===== src/rtl/aclint_tmr_pkg.sv =====
// ----------------------------------------------------------------------------
// aclint_tmr_pkg
// Shared types and constants of the machine timer register block: request and
// response transactions, controller commands, register and request codes.
// ----------------------------------------------------------------------------
package aclint_tmr_pkg;

   // number of harts with a compare register implemented
   localparam int MAX_HARTS  = 8;
   localparam int HART_IDX_W = (MAX_HARTS > 1) ? $clog2(MAX_HARTS) : 1;
   localparam logic [6:0] MAX_HARTS_HC = 7'(MAX_HARTS);

   // size of the device window in bytes
   localparam logic [15:0] WINDOW_SIZE = 16'hc000;
   localparam logic [63:0] LOW_WORD    = 64'h0000_0000_ffff_ffff;

   localparam int CSR_INDEX_W = 3;

   typedef enum logic [CSR_INDEX_W-1:0] {
      CSR_MTIME_OFFSET    = 3'd0,
      CSR_TIMESYNC_OFFSET = 3'd1,
      CSR_COMPARE_BASE    = 3'd2,
      CSR_HART_COUNT      = 3'd3,
      CSR_BROADCAST_ADDR  = 3'd4
   } csr_index_type;

   typedef enum logic [1:0] {
      REQ_TICK  = 2'd0,
      REQ_READ  = 2'd1,
      REQ_WRITE = 2'd2
   } req_code_type;

   typedef enum logic [3:0] {
      LEN_WORD  = 4'd4,
      LEN_DWORD = 4'd8
   } len_code_type;

   typedef struct packed {
      logic [1:0]  req_type;
      logic [15:0] offset;
      logic [3:0]  length;
      logic [63:0] write_data;
   } req_item_type;

   typedef struct packed {
      logic        read_hit;
      logic [63:0] read_data;
      logic        broadcast_valid;
      logic [63:0] broadcast_time;
      logic        compare_update;
      logic [5:0]  compare_hart;
      logic [63:0] compare_value;
   } rsp_item_type;

   // controller to datapath
   typedef struct packed {
      logic capture;
      logic execute;
   } dp_cmd_type;

endpackage


===== src/rtl/aclint_tmr_ctrl.sv =====
// ----------------------------------------------------------------------------
// aclint_tmr_ctrl
// Transaction sequencer: captures a request, issues it to the datapath once
// the response register is free, and tracks response valid.
// ----------------------------------------------------------------------------
module aclint_tmr_ctrl (
   input  logic                      clock,
   input  logic                      reset,
   input  logic                      req_valid,
   output logic                      req_stall,
   output aclint_tmr_pkg::dp_cmd_type dp_cmd,
   output logic                      rsp_valid,
   input  logic                      rsp_stall
);
   import aclint_tmr_pkg::*;

   typedef enum logic {
      ST_IDLE,
      ST_EXEC
   } state_type;

   state_type state_ff, state_in;
   logic      rsp_valid_ff, rsp_valid_in;
   logic      slot_free;

   always_comb begin
      slot_free          = !rsp_valid_ff || !rsp_stall;
      dp_cmd.capture     = (state_ff == ST_IDLE) && req_valid;
      dp_cmd.execute     = (state_ff == ST_EXEC) && slot_free;
      state_in           = state_ff;
      case (state_ff)
         ST_IDLE: begin
            if (dp_cmd.capture) begin
               state_in = ST_EXEC;
            end
         end
         ST_EXEC: begin
            if (dp_cmd.execute) begin
               state_in = ST_IDLE;
            end
         end
         default: state_in = ST_IDLE;
      endcase
      rsp_valid_in = dp_cmd.execute || (rsp_valid_ff && rsp_stall);
   end

   always_ff @(posedge clock) begin
      if (reset) begin
         state_ff     <= ST_IDLE;
         rsp_valid_ff <= 1'b0;
      end else begin
         state_ff     <= state_in;
         rsp_valid_ff <= rsp_valid_in;
      end
   end

   assign req_stall = (state_ff != ST_IDLE);
   assign rsp_valid = rsp_valid_ff;

   // an accepted request is always followed by a busy cycle
   a_accept_busy: assert property (@(posedge clock) disable iff (reset)
      req_valid && !req_stall |=> req_stall)
      else $error("request accepted without entering execute");

   // never overwrite a response that is still held
   a_no_overwrite: assert property (@(posedge clock) disable iff (reset)
      dp_cmd.execute |-> !(rsp_valid && rsp_stall))
      else $error("execute while response stalled");

   // a taken response with nothing new behind it drops valid
   a_rsp_drop: assert property (@(posedge clock) disable iff (reset)
      rsp_valid && !rsp_stall && !dp_cmd.execute |=> !rsp_valid)
      else $error("response repeated");

   // execute only ever follows a capture, and no capture directly follows another
   a_exec_after_capture: assert property (@(posedge clock) disable iff (reset)
      dp_cmd.capture |=> !dp_cmd.capture)
      else $error("second capture while busy");

endmodule


===== src/rtl/aclint_tmr_dp.sv =====
// ----------------------------------------------------------------------------
// aclint_tmr_dp
// Datapath: configuration registers, mtime counter, mtimecmp file, address
// decode, word merge and the response register.
// ----------------------------------------------------------------------------
module aclint_tmr_dp (
   input  logic                                          clock,
   input  logic                                          reset,
   input  logic                                          csr_write_enable,
   input  logic [aclint_tmr_pkg::CSR_INDEX_W-1:0]        csr_index,
   input  logic [63:0]                                   csr_write_data,
   input  aclint_tmr_pkg::req_item_type                  req_payload,
   input  aclint_tmr_pkg::dp_cmd_type                    dp_cmd,
   output aclint_tmr_pkg::rsp_item_type                  rsp_payload
);
   import aclint_tmr_pkg::*;

   logic [15:0]  mtime_offset_ff;
   logic [15:0]  timesync_offset_ff;
   logic [15:0]  compare_base_ff;
   logic [6:0]   hart_count_ff;
   logic [63:0]  broadcast_addr_ff;

   req_item_type req_ff;
   rsp_item_type rsp_ff, rsp_in;
   logic [63:0]  mtime_ff, mtime_in;
   logic [63:0]  cmp_ff [MAX_HARTS];

   logic [15:0]           aligned;
   logic                  hi_word;
   logic                  act;
   logic                  is_word;
   logic [63:0]           wdata;
   logic                  hit_mtime, hit_sync, hit_cmp;
   logic [6:0]            harts_used;
   logic [15:0]           cmp_diff;
   logic [HART_IDX_W-1:0] hart_idx;
   logic [63:0]           cmp_sel;
   logic [63:0]           rd_reg;
   logic                  rd_hit;
   logic                  cmp_wr;
   logic [63:0]           cmp_wr_val;

   function automatic logic [63:0] merge_word(input logic [63:0] old_val,
                                              input logic [63:0] new_val,
                                              input logic        word,
                                              input logic        hi);
      logic [63:0] res;
      if (!word) begin
         res = new_val;
      end else if (hi) begin
         res = {new_val[31:0], old_val[31:0]};
      end else begin
         res = {old_val[63:32], new_val[31:0]};
      end
      return res;
   endfunction

   // decode
   always_comb begin
      aligned    = {req_ff.offset[15:3], 3'b000};
      hi_word    = req_ff.offset[2];
      is_word    = (req_ff.length == LEN_WORD);
      act        = (is_word || (req_ff.length == LEN_DWORD)) &&
                   (req_ff.offset < WINDOW_SIZE);
      wdata      = is_word ? (req_ff.write_data & LOW_WORD) : req_ff.write_data;
      hit_mtime  = (aligned == mtime_offset_ff);
      hit_sync   = (aligned == timesync_offset_ff);
      harts_used = (hart_count_ff > MAX_HARTS_HC) ? MAX_HARTS_HC : hart_count_ff;
      cmp_diff   = aligned - compare_base_ff;
      hit_cmp    = (aligned >= compare_base_ff) &&
                   (cmp_diff[15:3] < {6'b0, harts_used});
      hart_idx   = cmp_diff[3 +: HART_IDX_W];
      cmp_sel    = cmp_ff[hart_idx];
   end

   // execute
   always_comb begin
      mtime_in   = mtime_ff;
      cmp_wr     = 1'b0;
      cmp_wr_val = merge_word(cmp_sel, wdata, is_word, hi_word);
      rd_reg     = '0;
      rd_hit     = 1'b0;
      rsp_in     = '0;
      case (req_ff.req_type)
         REQ_TICK: begin
            mtime_in = mtime_ff + 64'd1;
         end
         REQ_READ: begin
            if (act) begin
               if (hit_mtime) begin
                  rd_reg = mtime_ff;
                  rd_hit = 1'b1;
               end else if (hit_sync) begin
                  rd_hit = 1'b1;
               end else if (hit_cmp) begin
                  rd_reg = cmp_sel;
                  rd_hit = 1'b1;
               end
            end
            if (rd_hit) begin
               rsp_in.read_hit = 1'b1;
               if (!is_word) begin
                  rsp_in.read_data = rd_reg;
               end else if (hi_word) begin
                  rsp_in.read_data = {32'h0, rd_reg[63:32]};
               end else begin
                  rsp_in.read_data = {32'h0, rd_reg[31:0]};
               end
            end
         end
         REQ_WRITE: begin
            if (act) begin
               if (hit_mtime) begin
                  mtime_in = merge_word(mtime_ff, wdata, is_word, hi_word);
                  if (broadcast_addr_ff != 64'd0) begin
                     rsp_in.broadcast_valid = 1'b1;
                     rsp_in.broadcast_time  = mtime_in;
                  end
               end else if (hit_sync) begin
                  if ((wdata[7:0] != 8'd0) && (broadcast_addr_ff != 64'd0)) begin
                     rsp_in.broadcast_valid = 1'b1;
                     rsp_in.broadcast_time  = mtime_ff;
                  end
               end else if (hit_cmp) begin
                  cmp_wr                = 1'b1;
                  rsp_in.compare_update = 1'b1;
                  rsp_in.compare_hart   = 6'(hart_idx);
                  rsp_in.compare_value  = cmp_wr_val;
               end
            end
         end
         default: begin
         end
      endcase
   end

   always_ff @(posedge clock) begin
      if (reset) begin
         mtime_offset_ff    <= '0;
         timesync_offset_ff <= '0;
         compare_base_ff    <= '0;
         hart_count_ff      <= 7'd1;
         broadcast_addr_ff  <= '0;
      end else if (csr_write_enable) begin
         case (csr_index)
            CSR_MTIME_OFFSET:    mtime_offset_ff    <= csr_write_data[15:0];
            CSR_TIMESYNC_OFFSET: timesync_offset_ff <= csr_write_data[15:0];
            CSR_COMPARE_BASE:    compare_base_ff    <= csr_write_data[15:0];
            CSR_HART_COUNT:      hart_count_ff      <= csr_write_data[6:0];
            CSR_BROADCAST_ADDR:  broadcast_addr_ff  <= csr_write_data;
            default: begin
            end
         endcase
      end
   end

   always_ff @(posedge clock) begin
      if (reset) begin
         mtime_ff <= '0;
         for (int i = 0; i < MAX_HARTS; i++) begin
            cmp_ff[i] <= '1;
         end
      end else if (dp_cmd.execute) begin
         mtime_ff <= mtime_in;
         if (cmp_wr) begin
            cmp_ff[hart_idx] <= cmp_wr_val;
         end
      end
   end

   always_ff @(posedge clock) begin
      if (dp_cmd.capture) begin
         req_ff <= req_payload;
      end
      if (dp_cmd.execute) begin
         rsp_ff <= rsp_in;
      end
   end

   assign rsp_payload = rsp_ff;

   // only a tick or a write to mtime moves the counter
   a_mtime_source: assert property (@(posedge clock) disable iff (reset)
      dp_cmd.execute && (req_ff.req_type != REQ_TICK) &&
      !(req_ff.req_type == REQ_WRITE && act && hit_mtime) |=> $stable(mtime_ff))
      else $error("mtime changed without tick or write");

   // a response carries at most one kind of event
   a_one_event: assert property (@(posedge clock) disable iff (reset)
      dp_cmd.execute |-> $countones({rsp_in.read_hit, rsp_in.broadcast_valid,
                                     rsp_in.compare_update}) <= 1)
      else $error("response reports several events");

   // a compare update only comes from a decoded compare write
   a_cmp_write: assert property (@(posedge clock) disable iff (reset)
      rsp_in.compare_update |-> (req_ff.req_type == REQ_WRITE) && hit_cmp &&
                                !hit_mtime && !hit_sync)
      else $error("compare update without compare write");

endmodule


===== src/rtl/aclint_timer_register_block_unit.sv =====
// ----------------------------------------------------------------------------
// aclint_timer_register_block_unit
// Machine timer register block: mtime counter, timesync strobe and per-hart
// mtimecmp registers behind a decoded register window, one response per
// request transaction.
// ----------------------------------------------------------------------------
//
//   channel   direction  handshake               payload
//   req_      in         req_valid / req_stall   req_item_type (tick, read, write)
//   rsp_      out        rsp_valid / rsp_stall   rsp_item_type (read, broadcast, compare)
//   csr_      in         csr_write_enable        csr_index, csr_write_data
//
// each transaction first captures the request, then decodes it, updates state
// and loads the response register
// the controller takes no new request until the current one has executed, as
// set by its capture/execute sequence; a new request is taken while a response waits
// reset is synchronous and active high; mtime clears, every mtimecmp goes to
// all ones, offsets clear, hart count is 1 and broadcasting is off
// a stalled response holds the execute step, so the request side stalls too
//
module aclint_timer_register_block_unit (
   input  logic                                   clock,
   input  logic                                   reset,
   // configuration writes
   input  logic                                   csr_write_enable,
   input  logic [aclint_tmr_pkg::CSR_INDEX_W-1:0] csr_index,
   input  logic [63:0]                            csr_write_data,
   // request transactions
   input  logic                                   req_valid,
   output logic                                   req_stall,
   input  aclint_tmr_pkg::req_item_type           req_payload,
   // response transactions
   output logic                                   rsp_valid,
   input  logic                                   rsp_stall,
   output aclint_tmr_pkg::rsp_item_type           rsp_payload
);
   import aclint_tmr_pkg::*;

   // commands from sequencer to datapath
   dp_cmd_type dp_cmd;

   // sequencer: capture, execute, response valid
   aclint_tmr_ctrl u_ctrl (
      .clock     (clock),
      .reset     (reset),
      .req_valid (req_valid),
      .req_stall (req_stall),
      .dp_cmd    (dp_cmd),
      .rsp_valid (rsp_valid),
      .rsp_stall (rsp_stall)
   );

   // datapath: registers, decode, merge and response register
   aclint_tmr_dp u_dp (
      .clock            (clock),
      .reset            (reset),
      .csr_write_enable (csr_write_enable),
      .csr_index        (csr_index),
      .csr_write_data   (csr_write_data),
      .req_payload      (req_payload),
      .dp_cmd           (dp_cmd),
      .rsp_payload      (rsp_payload)
   );

endmodule

===== config.mk =====
export PLATFORM = sky130hd
export DESIGN_NAME = aclint_timer_register_block_unit
export DESIGN_NICKNAME = d
export VERILOG_FILES = /design/src/rtl/aclint_tmr_pkg.sv /design/src/rtl/aclint_tmr_ctrl.sv /design/src/rtl/aclint_tmr_dp.sv /design/src/rtl/aclint_timer_register_block_unit.sv
export SDC_FILE = /design/constraint.sdc
export NUM_CORES = 2
export LEC_CHECK = 0
export BUFFER_PORTS_ARGS = -buffer_cell sky130_fd_sc_hd__buf_2
export CAP_MARGIN = 20
export CORE_ASPECT_RATIO = 1.1
export CORE_UTILIZATION = 60
export DETAILED_ROUTE_END_ITERATION = 10
export GPL_TIMING_DRIVEN = 0
export PLACE_DENSITY = 0.76
export SLEW_MARGIN = 20
export SYNTH_ARGS = -nofsm -noshare
export SYNTH_HDL_FRONTEND = slang
export SYNTH_SLANG_ARGS = --single-unit
export TNS_END_PERCENT = 5

===== constraint.sdc =====
create_clock -name clock -period 22.3 [get_ports clock]
set_clock_uncertainty 0.2 [all_clocks]
set_input_delay 3.345 -clock clock [delete_from_list [all_inputs] [get_ports clock]]
set_output_delay 3.345 -clock clock [all_outputs]
set_load 0.05 [all_outputs]

# == Word level (Yosys, flattened, before mapping) ==
# Memory sizes are Yosys's and may differ from the RTL's.
# Index checks and enable logic that the tools add are counted.
# totals
regBits,472
latchBits,0
ram_bits,512
rom_bits,0
in_bits,158
output_inout_bits,203
elab_cells,112
mem_count,1
# mem_list
name,depth,word_bits,rd,rd_ports_with_merged_regs,write_ports,line,text
u_dp.cmp_ff,8,64,1,0,8,aclint_tmr_dp.sv:27,logic [63:0] cmp_ff [MAX_HARTS];
# op_classes
addsub,2
mul,0
n_div,0
n_lt_le_gt_ge,4
eq_ne,12
shift,0
n_mux,42
bitwise,4
reduce_logical,27
# op_table
cell,count
2-to-1 mux 64 bit,13
2-to-1 mux 65 bit,5
case mux 64 bit (2 select lines),1
2-to-1 mux 71 bit,1
adder 64 x 1 -> 64 bit (second input constant),1
nonzero test 64 bit,1
OR reduction 64 bit,1
equality test 16 bit,2
2-to-1 mux 32 bit,1
2-to-1 mux 1 bit,18
>= comparator 16 bit,1
< comparator 16 bit (second input constant),1
subtractor 16 bit,1
AND reduction 2 bit,7
< comparator 13 x 7 -> 1 bit,1
nonzero test 8 bit,1
> comparator 7 x 4 -> 1 bit (second input constant),1
2-to-1 mux 7 bit,1
equality test 3 x 2 -> 1 bit (second input constant),2
logical AND 1 bit,6
OR reduction 5 bit,1
equality test 4 x 3 -> 1 bit (second input constant),1
equality test 4 bit (second input constant),1
inequality test 2 x 1 -> 1 bit (second input constant),2
14 further kinds,20

# == Logic depth before layout (Yosys ltp) ==
# logic_depth
ltp_word,15
depth_mapped,23
mapped_depth_nobuf,16

# == Hierarchy ==
# Synthesis repeated with hierarchy kept, for this count alone.
# unflattened
cells_unflattened,4143
area_unflattened_um2,44467.6
# modules_own_cells
module,n_inst,cells_per_inst,area_each_um2,seq_area_each_um2
aclint_tmr_dp,1,4134,44375.1,27506.4
aclint_tmr_ctrl,1,9,92.6,40.0

# == Least setup slack after synthesis ==
# OpenSTA, ideal clock, no wires.
# synth_path
path_kind,input-to-reg
startpoint,input port rsp_stall
endpoint,memory u_dp.cmp_ff[2][0] (enable)
setup_time_ns,0.426
arrival_time_ns,20.153
t_required_ns,21.674
path_slack_ns,1.522
stages,6
n_path_buf,2
cell_sequence,a21boi_0 > nand2b_1 > buf_2 > nor4_4 > buf_4 > or2_1
# synth_rtl
item,line,text
from (decl),aclint_timer_register_block_unit.sv:34,"input logic rsp_stall,"
to (decl),aclint_tmr_dp.sv:27,

# == Worst setup path in the final report ==
# layout_path
startpoint,"register u_dp.req_ff, in the netlist u_dp.aligned[4]"
endpoint,"register u_dp.rsp_ff, in the netlist u_dp.rsp_payload[148], data pin"
# layout_via
elab_chain_cells,9
word_cells_on_any_way,21
classes_between,1 x add/sub; 3 x order compare; 2 x eq/ne; 11 x mux; 3 x reduce/logical; 1 x memory
# layout_lines
item,line,text
from (decl),aclint_tmr_dp.sv:24,req_item_type req_ff;
from (signal assigned),aclint_tmr_dp.sv:174,req_ff <= req_payload;
subtractor 16 bit (*),aclint_tmr_dp.sv:70,cmp_diff = aligned - compare_base_ff;
named net u_dp.cmp_diff[5],aclint_tmr_dp.sv:36,logic [15:0] cmp_diff;
< comparator 13 x 7 -> 1 bit,aclint_tmr_dp.sv:72,"(cmp_diff[15:3] < {6'b0, harts_used});"
logical AND 1 bit,aclint_tmr_dp.sv:71,hit_cmp = (aligned >= compare_base_ff) &&
2-to-1 mux 64 bit or 2-to-1 mux 1 bit (tied branches),aclint_tmr_dp.sv:96,end else if (hit_cmp) begin
2-to-1 mux 64 bit or 2-to-1 mux 1 bit (tied branches),aclint_tmr_dp.sv:94,end else if (hit_sync) begin
2-to-1 mux 64 bit or 2-to-1 mux 1 bit (tied branches),aclint_tmr_dp.sv:91,if (hit_mtime) begin
2-to-1 mux 64 bit or 2-to-1 mux 1 bit (tied branches),aclint_tmr_dp.sv:90,if (act) begin
2-to-1 mux 32 bit or 2-to-1 mux 1 bit (tied branches),"aclint_tmr_dp.sv:105, aclint_tmr_dp.sv:85",
2-to-1 mux 64 bit or AND reduction 2 bit (tied branches),-,
to (signal assigned),aclint_tmr_dp.sv:177,rsp_ff <= rsp_in;
to (decl),aclint_tmr_dp.sv:25,"rsp_item_type rsp_ff, rsp_in;"
# Mark *: on every way through the listed nets, which the timed path passes. The rest lies on a longest branch. The select of a mux whose other input is x is not followed.
# A chain may end at the register's enable or synchronous reset.

==> metrics.md <==
| Metric | Value |
|---|---|
| Status | `finished, final reports clean` |
| Max cap viols | `0` |
| Area delta synth->final | `16.2%` |
| Vias | `41.0k` |
| Post-Synthesis Cell Area | `44800 µm²` |
| Final period utilization | `37.1%` |
| Wire per inst | `31.9 µm` |
| Initial cell density of the core | `60.9%` |
| Antenna viol nets, final | `0` |
| Initial antenna violation count | `18` |
| GRT overflow | `0` |
| Floorplan row count | `104` |
| Post-synth top area share | `53.3%` |
| Final Core Density | `70.7%` |
| Peak supply drop | `71.2 µV` |
| Fin. max-slew vios | `0` |
| Core Region | `73500 µm²` |
| All-layer global routing usage | `48.9%` |
| Power density over the cells | `85.5 nW/µm²` |
| Fmax | `121 MHz` |
| Final Non-Filler Cells | `5918` |
| Asr flop ratio synth | `0%` |
| Synth Instances | `4384` |
| First-pass GRT wire length | `262000 µm` |
| Largest net degree at the start of global routing | `44` |
| Final net count | `5053` |
| Die Y-Extent | `288 µm` |
| #FFs+latches synth | `979` |
| Root Driver | `clkbuf_16` |
| CTS tree | `yes` |
| RSZ-0062 raised after global routing | `false` |
| Clock Tree Buf Depth | `3` |
| H-tree depth | `3` |
| Gp weighted congestion | `1.10` |
| Leakage | `16.2 nW` |
| Setup bufs post-CTS | `0` |
| Die footprint | `75700 µm²` |
| Seq/Total Area, Yosys | `61.5%` |
| # hold bufs at CTS | `0` |
| CP required | `22470 ps` |
| Synth area leader | `edfxtp_1` |
| Chip width | `262 µm` |
| Post-synth top flop | `edfxtp_1` |
| Minimum clock period | `8280 ps` |
| Dpl hpwl | `134000 µm` |
| Final hold vios | `0` |
| Clock sink total | `979` |
| Yosys warnings | `0` |
| DR vias/cell | `6.93` |
| Number of port buffers | `355` |
| Number of global-route vias before repair | `37.4k` |
| Min-Delay Path Class | `flop to flop` |
| Ranking of synthesized cells by area | `edfxtp_1 53%, nand2_1 9.3%, dfxtp_1 8.3%` |
| Worst setup EP type | `flop` |
| Boundary pin count | `361` |
| Post_cts resized | `0` |
| Post-synth top cells | `1113 x nand2_1, 794 x edfxtp_1, 497 x a21oi_1, 283 x nor2_1, 248 x clkbuf_1` |
| Worst skew pair latency | `700 ps` |
| Post-synth EDFFs | `794` |
| Critical Path Source Type | `flop` |
| Synth Area per Inst | `10.2 µm²` |
| CP max FO | `10` |
| Cell with the most instances after synthesis | `nand2_1` |
| Reg clk slew, reported paths | `70 ps` |
| Slew HR | `8.01%` |
| Synth cell types | `80` |
| DRC violations left | `0` |
| DRT Pass-1 Iters | `7` |
| Layout cells sized above 1 | `14.0%` |
| Inserted Clock Buffers | `96` |
| Critical path data arrival time | `8450 ps` |
| Placed cells | `5727` |
| Final WL | `189000 µm` |
| CP Class | `flop to flop` |
| Initial detailed-routing violation count | `7661` |
| Setup violators final | `0` |
| Worst slew pin tran | `1370 ps` |
critical path, cell delays in order (launching register included):
cell and delay [ps]:
edfxtp_1 540, ha_1 340, buf_2 190, a21o_1 260, a22oi_1 670, nand2_1 270
inv_1 130, buf_2 380, buf_2 450, buf_2 440, ha_1 320, a21o_1 160
a41o_1 220, o21ai_0 180, o211ai_1 170, a41o_1 300, o41ai_1 1000, nand3_1 470
clkbuf_1 380, a311oi_1 860
metrics by stage:
step | setup slack (ps) | cell area, µm² | power [W] | setup TNS (ps) | hold WS, ps
finish | 14020 | 52000 | 0.00444 | 0 | 252
global route | 14120 | 52000 | 0.00450 | 0 | 266
CTS | 14570 | 51800 | 0.00438 | 0 | 254
detailed placement | 14620 | 48600 | 0.00273 | 0 | 246
global placement | -6530 | 47800 | 0.00272 | -6022060 | 241
floorplan | 1520 | 44800 | 0.00246 | 0 | 231
metal layers:
metal  vias to the layer above  part of all wire (%)  GRT usage (%)
li1                      16800                     -              -
met1                     19200                    33           60.4
met2                      4037                    42           72.2
met3                       922                    16           18.6
met4                        16                   8.2           32.1
met5                         -                 0.068              0
layout by cell type (no fill, tap or decap), drive strengths merged, types with 32 or more instances in the layout:
master and n:
o21ai 235, a31oi 40, clkbuf 374, a22oi 85
clkinv 33, nor4 72, dfxtp 185, nand4 32
edfxtp 794, buf 507, a21oi 497, nand3 144
nor3 34, nor2 283, nand2 1113, mux2i 87
registers in the layout (all words and copies together) (netlist names), 13 cells and up:
name and cells:
u_dp.broadcast_addr_ff 64, u_dp.req_ff 70, u_dp.timesync_offset_ff 16, u_dp.compare_base_ff 16, u_dp.rsp_payload 198, u_dp.cmp_ff 512
u_dp.mtime_offset_ff 16, u_dp.mtime_ff 64, u_dp.aligned 13
final timing paths:
check / start / endpoint / slack, ps / depth (start not counted)
hold reg to reg: u_dp.mtime_offset_ff[2]$_SDFFE_PP0P_ / u_dp.mtime_offset_ff[2]$_SDFFE_PP0P_ / 250 / 2
hold / removal: u_dp.mtime_offset_ff[2]$_SDFFE_PP0P_ / u_dp.mtime_offset_ff[2]$_SDFFE_PP0P_ / 250 / 2
setup reg to reg: u_dp.aligned[4]$_DFFE_PP_ / u_dp.rsp_payload[148]$_SDFFCE_PN0P_ / 14020 / 19
setup / recovery: u_dp.aligned[4]$_DFFE_PP_ / u_dp.rsp_payload[148]$_SDFFCE_PN0P_ / 14020 / 19
where the power goes:
group,internal [W],switching (W)
combinational,0.000167,0.000518
clock,0.000967,0.000733
sequential,0.00201,0.0000446
cell families (layout without fill, tap and decap cells):
kind of cell | count (synthesis) | count (layout) | share of synthesized area (%)
compound gates | 1070 | 1070 | 14.2
xor+xnor | 41 | 41 | 0.802
fa+ha+maj | 20 | 20 | 0.559
buf+inv | 398 | 964 | 3.93
flops | 979 | 979 | 61.5
mux | 87 | 87 | 1.95
other cells | 2 | 16 | 0.0168
simple gates | 1787 | 1787 | 17.1
cell type report:
class | instances | area (µm²)
fillers | 5397 | 21500
clock buffers | 122 | 2520
repair buffers | 389 | 2390
plain buffers | 370 | 1650
well taps | 954 | 1190
multi-input cells | 3011 | 15900
diodes | 10 | 25.0
inverters | 28 | 105
flip-flops and latches | 979 | 27500
clock inverters | 55 | 712
Power figures use the tool's default switching activity.
